File: config.mk
export PLATFORM = sky130hd
export DESIGN_NAME = hkit_ram
export DESIGN_NICKNAME = d
export VERILOG_FILES = /design/src/rtl/hkit_ram.sv
export SDC_FILE = /design/constraint.sdc
export NUM_CORES = 1
export LEC_CHECK = 0
export BUFFER_PORTS_ARGS = -buffer_cell sky130_fd_sc_hd__buf_2
export CAP_MARGIN = 20
export CELL_PAD_IN_SITES_DETAIL_PLACEMENT = 0
export CELL_PAD_IN_SITES_GLOBAL_PLACEMENT = 2
export CORE_MARGIN = 4
export CORE_UTILIZATION = 40
export CTS_CLUSTER_DIAMETER = 60
export DETAILED_ROUTE_END_ITERATION = 6
export PLACE_DENSITY = 0.77
export SLEW_MARGIN = 10
export SYNTH_ARGS = -nofsm -noshare
export SYNTH_HDL_FRONTEND = slang
export SYNTH_SLANG_ARGS = --single-unit
File: constraint.sdc
create_clock -name clk -period 1.7 [get_ports clk]
set_input_delay 0.255 -clock clk [delete_from_list [all_inputs] [get_ports clk]]
set_output_delay 0.255 -clock clk [all_outputs]
set_load 0.01 [all_outputs]
File: src/rtl/hkit_ram.sv
// ----------------------------------------------------------------------------
// hkit_ram
// Generic single-write, single-read RAM with registered read data.
// ----------------------------------------------------------------------------
module hkit_ram #(
  parameter int WIDTH = 8,
  parameter int DEPTH = 16
) (
  input  logic                     clk,
  input  logic                     we,
  input  logic [$clog2(DEPTH)-1:0] waddr,
  input  logic [WIDTH-1:0]         wdata,
  input  logic [$clog2(DEPTH)-1:0] raddr,
  output logic [WIDTH-1:0]         rdata
);

  logic [WIDTH-1:0] mem [DEPTH];

  always_ff @(posedge clk) begin
    if (we) begin
      mem[waddr] <= wdata;
    end
    rdata <= mem[raddr];
  end

endmodule

**Yosys cells after proc, flatten, opt, wreduce, memory -nomap -nowiden**

Memories as Yosys holds them, arrays and structs flattened. A register that Yosys moved wholly into a read port is not among the register bits.
Cells that the tools add are included.

- Flip-flop bits (word level): 0
- RAM bits: 128
- Bits of input ports: 18
- Output and inout bits: 8
- Word-level logic and storage cells: 3
- Memories: 1

Memories:

| memory | words | width | read ports | clocked after memory_dff | wr ports | line | RTL |
|---|---|---|---|---|---|---|---|
| mem | 16 | 8 | 1 | 1 | 1 | 17 | `logic [WIDTH-1:0] mem [DEPTH];` |

- Multiplexer cells: 2

Operator list:

| kind | count |
|---|---|
| 2-to-1 mux 1 bit | 2 |

**Depth between registers and ports, before layout**

- Depth in word-level cells: 2
- Mapped depth: 5

**Least setup slack after synthesis**

Ideal clock, no wire load.

- Kind: input to register
- Start: in waddr[2]
- End: mem mem[0][0], enable pin
- Library setup time: 0.383 ns
- Arrival time: 1.365 ns
- Required time: 1.317 ns
- Path slack: -0.048 ns
- Stages: 2
- Path buffers: 0
- Cell sequence: or3b_2 -> nor3_1

RTL lines:

| element | line | RTL |
|---|---|---|
| from (decl) | 11 | `input logic [$clog2(DEPTH)-1:0] waddr,` |
| to (decl) | 17 |  |

Straight into the memory's write port.

==> impl_metrics.ini <==
[sta]
slew_violations = 0
setup_viol = 0
maxClockFrequency_ghz = 0.726
finalHoldViolCount = 0
slew_headroom = 0.723
holdWs_ns = 0.236
rsz0062_at_grt = no
worst_pin_slew_ns = 0.415
layout_min_cycle_time_ns = 1.38
skew_ns = 0.00707
finalCritPeriodShare = 0.810

[critical_path]
critical_path.top_delay_family = multiplexers
rrSetupSlack_ns = 0.32
cp-end-kind = flop
crit_start = mem[0][4]
path_cells = mux4_2 -> a22oi_1 -> nand2_1
slowest_delay_ns = 0.47
cp_slowest_cell = mux4_2
critPathKind = flop to flop
reg2reg_depth = 3
required_ns = 1.98
crit_arrival_ns = 1.66
r2r-start = mem[0][4]
crit_fanout = 1
rr_endpoint = rdata[4]
cp_num_buf_inv = 0
critPathLaunchType = flop

[synthesis]
syn_inst = 229
synth_fp_nets = 247
synth_area_per_cell_sq_um = 22.5
synth-seq-area-share = 0.778
synth_cell_types = 19
ys_ff_latch = 136
yosys_warnings = 0
netlist_area_sq_um = 5150

[routing]
vias_per_cell = 5.17
wirelength_mm = 10.0
firstDrtPassIters = 4
drc = 0
num_vias = 2447
postRouteAntennaNets = 0
avgRoutedWirePerCell_um = 21.2
drt_iter0_drc = 232

[final_layout]
stdcell_area_sq_um = 6230
fin_nets = 306
area_growth_pct = 21.1
diodes = 0
drive_gt1_frac = 0.332
stdcell_count = 473
mostFrequentLayoutCells = edfxtp_1, buf_2, buf_4, mux4_2, clkbuf_16
fillers = 1030
layout_commonest_cell = edfxtp_1

[pwr]
power_frac_clock = 0.474
power_per_cell_area_nw_per_um2 = 1260
p_leak_nw = 2.13
power_mw = 7.87
p_comb_frac = 0.047
vdd_drop_max_uv = 711
switchingPower_mw = 1.52
seqPwrFrac = 0.479
p_int_mw = 6.35
switching_share = 0.193

[clocking]
ctsHoldBuffers = 0
ctsResizeCount = 0
cts_setup_buffers = 0
cts_tree = built
clk_pin_slew_ns = 0.06
clock-sinks = 136
root_buffer = clkbuf_16
numCtsBuffers = 17
cts-htree-levels = 4
clkLatencyLatePin_ns = 0.40
clockBufferDepth = 2

[run]
drv_cap = 0

[floorplan]
dieArea_sq_um = 14700
die_y_um = 121
die_w_um = 121
rows = 41
core-area_sq_um = 12600
initial_core_util = 0.408
io_pins = 26

[global_route]
grt_first_pass_wirelength_mm = 15.5
grt_start_max_net_pins = 33
overflow = 0
grt_pass1_vias = 2515
grt_use_total = 0.151
grt_antenna_before_repair = 0

[worst_hold_path]
min_path_cells = 1
holdPathEnd = mem[1][3]
min_path_type = primary input to flop
min_from = wdata[3]

[placement]
port_buffers = 25
gp_congestion = 0.736
dpl.cell_count = 441
placed_area_sq_um = 5620
dp_hpwl_mm = 6.34

[status]
outcome = complete, no violations
power groups by stage:
stage / clock network, mW / logic, mW / registers [mW]
global route: 3.99 / 0.400 / 3.78
detailed placement: 0 / 0.370 / 3.84
finish: 3.73 / 0.367 / 3.77
floorplan: 0 / 0.191 / 3.84
CTS: 3.79 / 0.373 / 3.77
global placement: 0 / 0.363 / 3.84
synthesized netlist by cell type, drive strengths merged:
library cell	instances	area, sq um
nor2	13	48.8
a22oi	16	120
nand3	1	5.00
mux4	32	773
buf	7	56.3
dfxtp	8	160
or3b	1	8.76
nand3b	2	15.0
nand2b	2	12.5
edfxtp	128	3840
nor2b	1	6.26
nor3	4	20.0
clkdlybuf4s25	3	30.0
nand2	9	33.8
and2	1	6.26
and2b	1	7.51
layer usage:
layer | wire length [um] | share of wire | up-vias | global-route usage
met4 | 91 | 0.0091 | 0 | 0.0546
met1 | 4480 | 0.45 | 1270 | 0.204
met3 | 552 | 0.055 | 7 | 0.0466
met5 | 0 | 0 | - | 0
li1 | - | - | 1095 | -
met2 | 4880 | 0.49 | 75 | 0.234
how the worst max path moves through the flow:
stage / endpoint / slack (ns) / cells after the start
6_report: rdata[4] / 0.32 / 3
5_1_grt: rdata[4] / 0.27 / 3
4_1_cts: rdata[4] / 0.32 / 3
3_5_place_dp: rdata[5] / -0.02 / 5
3_3_place_gp: rdata[5] / -0.02 / 5
2_1_floorplan: mem[3][0] / 0.18 / 2
flip-flops by register name (all words and copies together), names as in the netlist:
name,cells
mem,128
rdata,8
layout make-up:
type	count	area, sq um	area share
Clock buffer	19	433	0.0695
Clock inverter	13	180	0.0289
Multi-Input combinational cell	83	1060	0.170
Sequential cell	136	4000	0.642
Tap cell	172	215	0.0345
Timing Repair Buffer	50	338	0.0542
cell families (layout without fill, tap and decap cells):
| family | Yosys count | after routing | share of synthesized area |
|---|---|---|---|
| AO/OA/AOI/OAI | 16 | 16 | 0.0233 |
| buffers and inverters | 10 | 82 | 0.0168 |
| flip-flops | 136 | 136 | 0.778 |
| multiplexers | 32 | 32 | 0.150 |
| AND/OR/NAND/NOR | 35 | 35 | 0.0318 |
metrics by stage:
stage	utilization	setup TNS (ns)	setup slack, ns
floorplan	-	0	0.179
global placement	0.445	-0.0183	-0.0183
detailed placement	0.445	-0.0225	-0.0225
CTS	0.494	0	0.324
global route	0.494	0	0.271
finish	0.494	0	0.323
No activity file was read; power rests on OpenSTA's default activity.
