===== config.mk =====
export PLATFORM = sky130hd
export DESIGN_NAME = hkit_hash
export DESIGN_NICKNAME = d
export VERILOG_FILES = /design/src/rtl/hkit_pkg.sv /design/src/rtl/hkit_hash.sv
export SDC_FILE = /design/constraint.sdc
export NUM_CORES = 2
export LEC_CHECK = 0
export ABC_AREA = 1
export BUFFER_PORTS_ARGS = -buffer_cell sky130_fd_sc_hd__buf_4
export CORE_MARGIN = 3
export CORE_UTILIZATION = 50
export CTS_CLUSTER_SIZE = 14
export DETAILED_ROUTE_END_ITERATION = 7
export PLACE_DENSITY = 0.78
export SYNTH_ARGS = -nofsm -noshare
export SYNTH_HDL_FRONTEND = slang
export SYNTH_SLANG_ARGS = --single-unit

===== constraint.sdc =====
create_clock -name clk -period 9.1 [get_ports clk]
set_clock_uncertainty 0.1 [all_clocks]
set_input_delay 0.455 -clock clk [delete_from_list [all_inputs] [get_ports clk]]
set_output_delay 0.455 -clock clk [all_outputs]
set_load 0.01 [all_outputs]

===== src/rtl/hkit_pkg.sv =====
// ----------------------------------------------------------------------------
// hkit_pkg
// Shared types and constants for the hashed key index table.
// ----------------------------------------------------------------------------
package hkit_pkg;

  localparam int ENTRIES_DEF   = 256;
  localparam int SLOT_BITS_DEF = 9;

  localparam int KEY_W     = 256;
  localparam int LIMB_W    = 64;
  localparam int CFG_W     = 4;
  localparam int OP_W      = 2;
  localparam int RIDX_W    = 8;
  localparam int STATUS_W  = 2;

  localparam logic [CFG_W-1:0] CFG_RESET     = 4'd9;
  localparam logic [4:0]       MIN_SLOT_BITS = 5'd3;

  // splitmix64-style mixer constants
  localparam logic [63:0] GOLDEN = 64'h9e37_79b9_7f4a_7c15;
  localparam logic [63:0] MIX_M1 = 64'hbf58_476d_1ce4_e5b9;
  localparam logic [63:0] MIX_M2 = 64'h94d0_49bb_1331_11eb;
  localparam int SH_PRE  = 30;
  localparam int SH_MID  = 27;
  localparam int SH_POST = 31;
  localparam int SH_HL   = 6;
  localparam int SH_HR   = 2;

  localparam logic [OP_W-1:0] OP_LOOKUP = 2'd0;
  localparam logic [OP_W-1:0] OP_APPEND = 2'd1;
  localparam logic [OP_W-1:0] OP_CLEAR  = 2'd2;

  localparam logic [STATUS_W-1:0] ST_OK         = 2'd0;
  localparam logic [STATUS_W-1:0] ST_STORE_FULL = 2'd1;
  localparam logic [STATUS_W-1:0] ST_INDEX_FULL = 2'd2;

  typedef struct packed {
    logic [OP_W-1:0]   operation;
    logic [LIMB_W-1:0] key_limb0;
    logic [LIMB_W-1:0] key_limb1;
    logic [LIMB_W-1:0] key_limb2;
    logic [LIMB_W-1:0] key_limb3;
  } cmd_t;

  typedef struct packed {
    logic                found;
    logic [RIDX_W-1:0]   result_index;
    logic [STATUS_W-1:0] status;
  } rsp_t;

endpackage


===== src/rtl/hkit_hash.sv =====
// ----------------------------------------------------------------------------
// hkit_hash
// Multi-cycle key hash: four rounds of a splitmix64 finalizer on one shared
// 32x32 multiplier, three partial products per 64-bit multiply.
// ----------------------------------------------------------------------------
module hkit_hash (
  input  logic                clk,
  input  logic                rst,
  input  logic                start,
  input  hkit_pkg::cmd_t      key,
  output logic                done,
  output logic [63:0]         hash
);

  typedef enum logic [3:0] {
    H_IDLE = 4'b0001,
    H_PRE  = 4'b0010,
    H_MUL  = 4'b0100,
    H_POST = 4'b1000
  } hstate_t;

  hstate_t     state;
  logic [63:0] h;
  logic [63:0] v;
  logic [63:0] acc;
  logic [1:0]  limb;
  logic [1:0]  phase;
  logic        second;

  logic [63:0] limb_sel;
  logic [63:0] mix_in;
  logic [63:0] m;
  logic [31:0] opa;
  logic [31:0] opb;
  logic [63:0] prod;
  logic [63:0] acc_next;

  always_comb begin
    unique case (limb)
      2'd0:    limb_sel = key.key_limb0;
      2'd1:    limb_sel = key.key_limb1;
      2'd2:    limb_sel = key.key_limb2;
      default: limb_sel = key.key_limb3;
    endcase
    mix_in = limb_sel + hkit_pkg::GOLDEN + (h << hkit_pkg::SH_HL) + (h >> hkit_pkg::SH_HR);
    m      = second ? hkit_pkg::MIX_M2 : hkit_pkg::MIX_M1;
    // low*low, high*low, low*high; upper cross term drops out of 64 bits
    opa    = (phase == 2'd1) ? v[63:32] : v[31:0];
    opb    = (phase == 2'd2) ? m[63:32] : m[31:0];
    prod   = 64'(opa) * 64'(opb);
    acc_next = (phase == 2'd0) ? prod : acc + {prod[31:0], 32'd0};
  end

  assign hash = h;

  always_ff @(posedge clk) begin
    if (rst) begin
      state <= H_IDLE;
      done  <= 1'b0;
    end else begin
      done <= 1'b0;
      unique case (state)
        H_IDLE: begin
          if (start) begin
            h     <= hkit_pkg::GOLDEN;
            limb  <= 2'd0;
            state <= H_PRE;
          end
        end
        H_PRE: begin
          v      <= mix_in ^ (mix_in >> hkit_pkg::SH_PRE);
          phase  <= 2'd0;
          second <= 1'b0;
          state  <= H_MUL;
        end
        H_MUL: begin
          acc   <= acc_next;
          phase <= phase + 2'd1;
          if (phase == 2'd2) begin
            state <= H_POST;
          end
        end
        H_POST: begin
          if (!second) begin
            v      <= acc ^ (acc >> hkit_pkg::SH_MID);
            second <= 1'b1;
            phase  <= 2'd0;
            state  <= H_MUL;
          end else begin
            h <= h ^ acc ^ (acc >> hkit_pkg::SH_POST);
            if (limb == 2'd3) begin
              done  <= 1'b1;
              state <= H_IDLE;
            end else begin
              limb  <= limb + 2'd1;
              state <= H_PRE;
            end
          end
        end
        default: state <= H_IDLE;
      endcase
    end
  end

endmodule


======== Word-level counts from Yosys, hierarchy flattened ========
Cells that the tools add are included.
storage, ports and cells
  bits in registers ....................... 202
  input port bits ......................... 261
  output and inout port bits .............. 65
  logic and storage cells ................. 72
operators by class
  $add $sub $neg .......................... 6
  multiply operators ...................... 1
  eq/ne operators ......................... 14
  mux-type cells .......................... 23
  bitwise gates (word level) .............. 7
  reductions and logical operators ........ 13
operator list
  operator                count
  $mux 64                 4
  $pmux 64 s2             2
  $pmux 64 s3             1
  $add 64x64->64          2
  $add 64x62->64          1
  $add 64x64->64 const B  1
  $mul 32x32->64          1
  $mux 32                 2
  $xor 64x33->64          1
  $xor 64x34->64          1
  $xor 64x37->64          1
  $xor 64x64->64          1
  $mux 62                 1
  $pmux 4 s4              1
  $mux 2                  5
  $ne 2x2->1 const B      5
  $mux 4                  2
  $eq 2x2->1 const B      3
  $pmux 2 s3              1
  $reduce_and 2->1        3
  $reduce_and 3->1        2
  $reduce_and 5->1        1
  $add 2x1->2 const B     2
  $eq 2x1->1 const B      2
  14 further kinds        18

======== Depth between registers and ports, before layout ========
  word-level depth ........................ 7
  mapped depth ............................ 46
  depth with buffers taken out ............ 44

======== Worst setup path before layout ========
Ideal clock, no wire load.
  kind .................................... reg-to-reg
  start ................................... register phase[0]
  end ..................................... register acc[63], data pin
  setup time .............................. 0.254 ns
  data arrival time ....................... 8.420 ns
  required time ........................... 8.746 ns
  path slack .............................. 0.326 ns
  cell stages (with the launch flop) ...... 37
  path buffers ............................ 3
  clock period less this slack ............ 8.774 ns
  cell sequence ........................... edfxtp_1 -> ha_1 -> buf_4 -> buf_2 -> o21ai_0 -> inv_1 -> clkbuf_1 -> nor2_1 -> fa_1 -> fa_1 -> fa_1 -> inv_1 -> fa_1 -> inv_1 -> fa_1 -> fa_1 -> fa_1 -> fa_1 -> ha_1 -> nand2_1 -> nor2_1 -> inv_1 -> nor2_1 -> nand3_1 -> nand3_1 -> xor2_1 -> inv_1 -> ha_1 -> a21oi_1 -> o21bai_1 -> a21oi_1 -> o21a_1 -> nand3_1 -> inv_1 -> nand2_1 -> nand3_1 -> nand2_1
on the way
  cells in the longest elaborated chain, start to end .. 5
  elaborated cells between the ends (all ways) .. 8
  classes of those cells .................. add/sub (1); mul (1); eq/ne (2); mux (3); reduce/logical (1)
RTL lines
  element                                   line                              source
  start: declaration                        hkit_hash.sv:27                   logic [1:0] phase;
  start signal: assignment                  hkit_hash.sv:78                   phase <= phase + 2'd1;
  $eq 2x1->1 or $eq 2x2->1 (tied branches)  hkit_hash.sv:48, hkit_hash.sv:49
  $mux 32 (on tied branches)                hkit_hash.sv:48, hkit_hash.sv:49
  $mul 32x32->64                            hkit_hash.sv:50                   prod = 64'(opa) * 64'(opb);
  $add 64x64->64                            hkit_hash.sv:51                   acc_next = (phase == 2'd0) ? prod : acc + {prod[31:0], 32'd0};
  $mux 64 (*)                               hkit_hash.sv:51
  via acc_next[63]                          hkit_hash.sv:36                   logic [63:0] acc_next;
  end signal: assignment                    hkit_hash.sv:77                   acc <= acc_next;
  end: declaration                          hkit_hash.sv:25                   logic [63:0] acc;
Mark *: on every way through the listed nets, which the timed path passes. The rest lies on a longest branch.
A chain may end at the register's enable or synchronous reset.

======== Final worst setup path ========
  start ................................... register phase[0]
  end ..................................... register acc[57], data pin
The elaborated chain is that of the path after synthesis.

==> impl_metrics.csv <==
group,metric,value,unit
yosys,synth-main-ff-cell,"edfxtp_1",
detailed_routing,met3_length,27.7,mm
die,fp.dieH,328,um
run,drv_cap,0,
worst_setup_path,timing.rr.start,"phase[0]$_SDFFCE_PN0P_",
placed_design,io_buffers,323,
layout,final_nets,9121,
layout,num-fill-cells,9355,
timing,slew_violations,0,
hold_path,hold_start,"start",
yosys,syn_nets,8294,
detailed_routing,drt_iter0_drc,5847,
yosys,synth_seq_cells,202,
global_route,grt_antenna_before_repair,4,
cts,cts_root_buffer,"clkbuf_16",
detailed_routing,route.vias.total,48145,
yosys,syn_inst,6651,
yosys,synth_edf_count,197,
cts,clock_sinks,202,
detailed_routing,post_drt_wl_per_cell,24.1,um
yosys,yosysWarningCount,0,
global_route,grt_usage,39.5,%
global_route,grt_max_degree,78,
worst_setup_path,crit_slowest_cell,"fa_1",
worst_setup_path,rr_worst_depth,33,
timing,setup-tns-final,0,ps
timing,grt_setup_unrepaired,"yes",
worst_setup_path,rrSetupSlack,180,ps
detailed_routing,wl_met2,86.6,mm
detailed_routing,dr.pass1.iters,8,
placed_design,gp_congestion,1.05,
detailed_routing,route.layer.met1.wl,92.5,mm
yosys,ys_async_sr_fraction,0,%
die,dieArea,0.108,mm^2
layout,layout_common_cells,"inv_1 (1672), nand2_1 (1385), buf_4 (924)",
die,io_pins,326,
worst_setup_path,crit_top_cell,"fa_1",
layout,area_delta_synth_final,19.7,%
layout,regArea,0.00602,mm^2
global_route,first_global_vias,47009,
detailed_routing,drc_errors,0,
cts,clk_pin_slew_worst_paths,70,ps
die,die_w,328,um
timing,fin_crit,8920,ps
outcome,status,"finished clean",
cts,cts_buffers,21,
timing,finalSetupViolations,0,
yosys,synthesis.area,0.0518,mm^2
worst_setup_path,start_kind,"register",
timing,fin_ws,180,ps
worst_setup_path,critical_path.max_fanout,10,
cts,clockBufferDepth,3,
detailed_routing,via_per_inst,5.43,
cts,cts_tree,"done",
worst_setup_path,critPathKind,"reg2reg",
placed_design,dp.final_hpwl,188,mm
worst_setup_path,r2r_end,"acc[57]$_DFFE_PP_",
global_route,grt_overflow_total,0,
die,start_util,50.6,%
die,rows,117,
worst_setup_path,end_kind,"register",
layout,stdcell_area,0.0620,mm^2
layout,multiInputGateArea,0.0399,mm^2
timing,fin_crit_sh,98.0,%
cts,hold_buffers,0,
placed_design,dp_slack,-171,ps
detailed_routing,ant_nets,0,
timing,slew_headroom,22.8,%
hold_path,min_to,"state[0]$_SDFFE_PP1P_",
global_route,grt_pass1_wl,309,mm
hold_path,worstHoldPathType,"in2reg",
hold_path,hold_depth,2,
cts,cts_max_level,1,
yosys,ys_types,46,
worst_setup_path,arrival,9120,ps
layout,layout_commonest_cell,"inv_1",
timing,max_freq,0.112,GHz
placed_design,dpl-instance-area,0.0601,mm^2
yosys,avgSynthCellArea,7.79,um^2
yosys,seq_area_frac_synth,11.6,%
die,core-area,0.102,mm^2
timing,hold_ws,112,ps
cts,clk_latency,560,ps
worst_setup_path,max_stage_delay,580,ps
detailed_routing,wirelength,214,mm
detailed_routing,routed.top_layer,"met5",
timing,worst_pin_slew,1150,ps
worst_setup_path,critPathRequiredTime,9300,ps
layout,layout-drive-gt1-share,16.8,%
timing,final-hold-violation-count,0,
==> cells in the mapped netlist, types with 5 or more instances <==
library cell | number | area (um^2)
buf_1 | 20 | 75.1
ha_1 | 502 | 6280
nand2_1 | 1401 | 5260
a21o_1 | 20 | 150
nor4_1 | 8 | 50.1
nor2_2 | 18 | 113
nor3_2 | 8 | 80.1
nor2_1 | 657 | 2470
nand3_2 | 5 | 50.1
dfxtp_1 | 5 | 100
inv_2 | 12 | 45.0
xnor2_1 | 64 | 561
a22o_1 | 59 | 517
a21oi_1 | 209 | 1050
nor3_1 | 26 | 130
fa_1 | 880 | 17600
xor2_1 | 87 | 762
nand3b_1 | 25 | 188
clkbuf_1 | 99 | 372
o21ai_1 | 21 | 105
edfxtp_1 | 197 | 5920
o21ai_2 | 5 | 43.8
inv_1 | 1686 | 6330
a21boi_0 | 8 | 60.1
or2_2 | 18 | 113
nand3_1 | 239 | 1200
o21bai_1 | 23 | 173
o21a_1 | 10 | 75.1
nand4_1 | 21 | 131
o22ai_1 | 62 | 388
o21ai_0 | 169 | 846
buf_2 | 22 | 110
nand2_2 | 12 | 75.1
clkinv_1 | 9 | 33.8
a31oi_1 | 19 | 119
==> layout make-up <==
cell class                      count  area share (%)
Inverter                         1707            10.4
Tap cell                         1368            2.76
Antenna cell                        4          0.0161
Timing Repair Buffer              947            11.8
Clock inverter                     11           0.272
Multi-Input combinational cell   4599            64.3
Clock buffer                       26           0.894
Sequential cell                   202            9.70
==> worst max-delay path, delay by kind of cell (launching register included) <==
| family | cells | cell delay, ps |
|---|---|---|
| AO/OA/AOI/OAI | 4 | 880 |
| XOR/XNOR | 1 | 180 |
| adder cells (fa/ha/maj) | 11 | 4880 |
| buffers and inverters | 8 | 1120 |
| flip-flops | 1 | 490 |
| AND/OR/NAND/NOR | 9 | 1020 |
==> how the worst max path moves through the flow <==
stage,startpoint,endpoint,slack (ps),cells past startpoint
after global routing,phase[0]$_SDFFCE_PN0P_,acc[59]$_DFFE_PP_,-110,40
after floorplan,phase[0]$_SDFFCE_PN0P_,acc[63]$_DFFE_PP_,330,36
final,phase[0]$_SDFFCE_PN0P_,acc[57]$_DFFE_PP_,180,33
after detailed placement,phase[1]$_SDFFCE_PN0P_,acc[62]$_DFFE_PP_,-170,37
after CTS,phase[1]$_SDFFCE_PN0P_,acc[55]$_DFFE_PP_,-0.9,45
after global placement,phase[0]$_SDFFCE_PN0P_,acc[59]$_DFFE_PP_,-90,35
==> sequential cells by signal, indices dropped and copies added (netlist names) <==
name	flops
hash	64
v	64
state	4
acc	64
limb	2
phase	2
done	1
second	1
==> metrics by stage <==
step	util (%)	instances
finish	60.6	8864
global route	60.6	8860
CTS	59.5	8844
detailed placement	58.7	8807
global placement	58.7	8807
floorplan	-	6651
==> layer usage <==
metal | GRT usage [%] | up-vias
met5 | 0 | -
met1 | 60.7 | 23354
met2 | 55.2 | 2749
met3 | 10.4 | 295
li1 | - | 21741
met4 | 9.52 | 6
==> what timing repair did <==
item,CTS,global route
cloned,0,1
setup buffers,0,15
pin swaps,0,44
resized for setup,16,240
hold endpoints to repair,0,0
endpoints found under the setup margin,10,23
==> cells by family (layout without fill, tap and decap cells) <==
| family | count (synthesis) | after routing | share of synthesized area [%] |
|---|---|---|---|
| AO/OA/AOI/OAI | 613 | 613 | 6.92 |
| XOR/XNOR | 151 | 151 | 2.55 |
| adder cells (fa/ha/maj) | 1382 | 1382 | 46.1 |
| buffers and inverters | 1850 | 2691 | 13.5 |
| flip-flops | 202 | 202 | 11.6 |
| other | 0 | 4 | 0 |
| AND/OR/NAND/NOR | 2453 | 2453 | 19.3 |
Power is left out: the tool's default activity adds up to more than one toggle a clock period on the data nets, which glitch-free logic cannot reach.
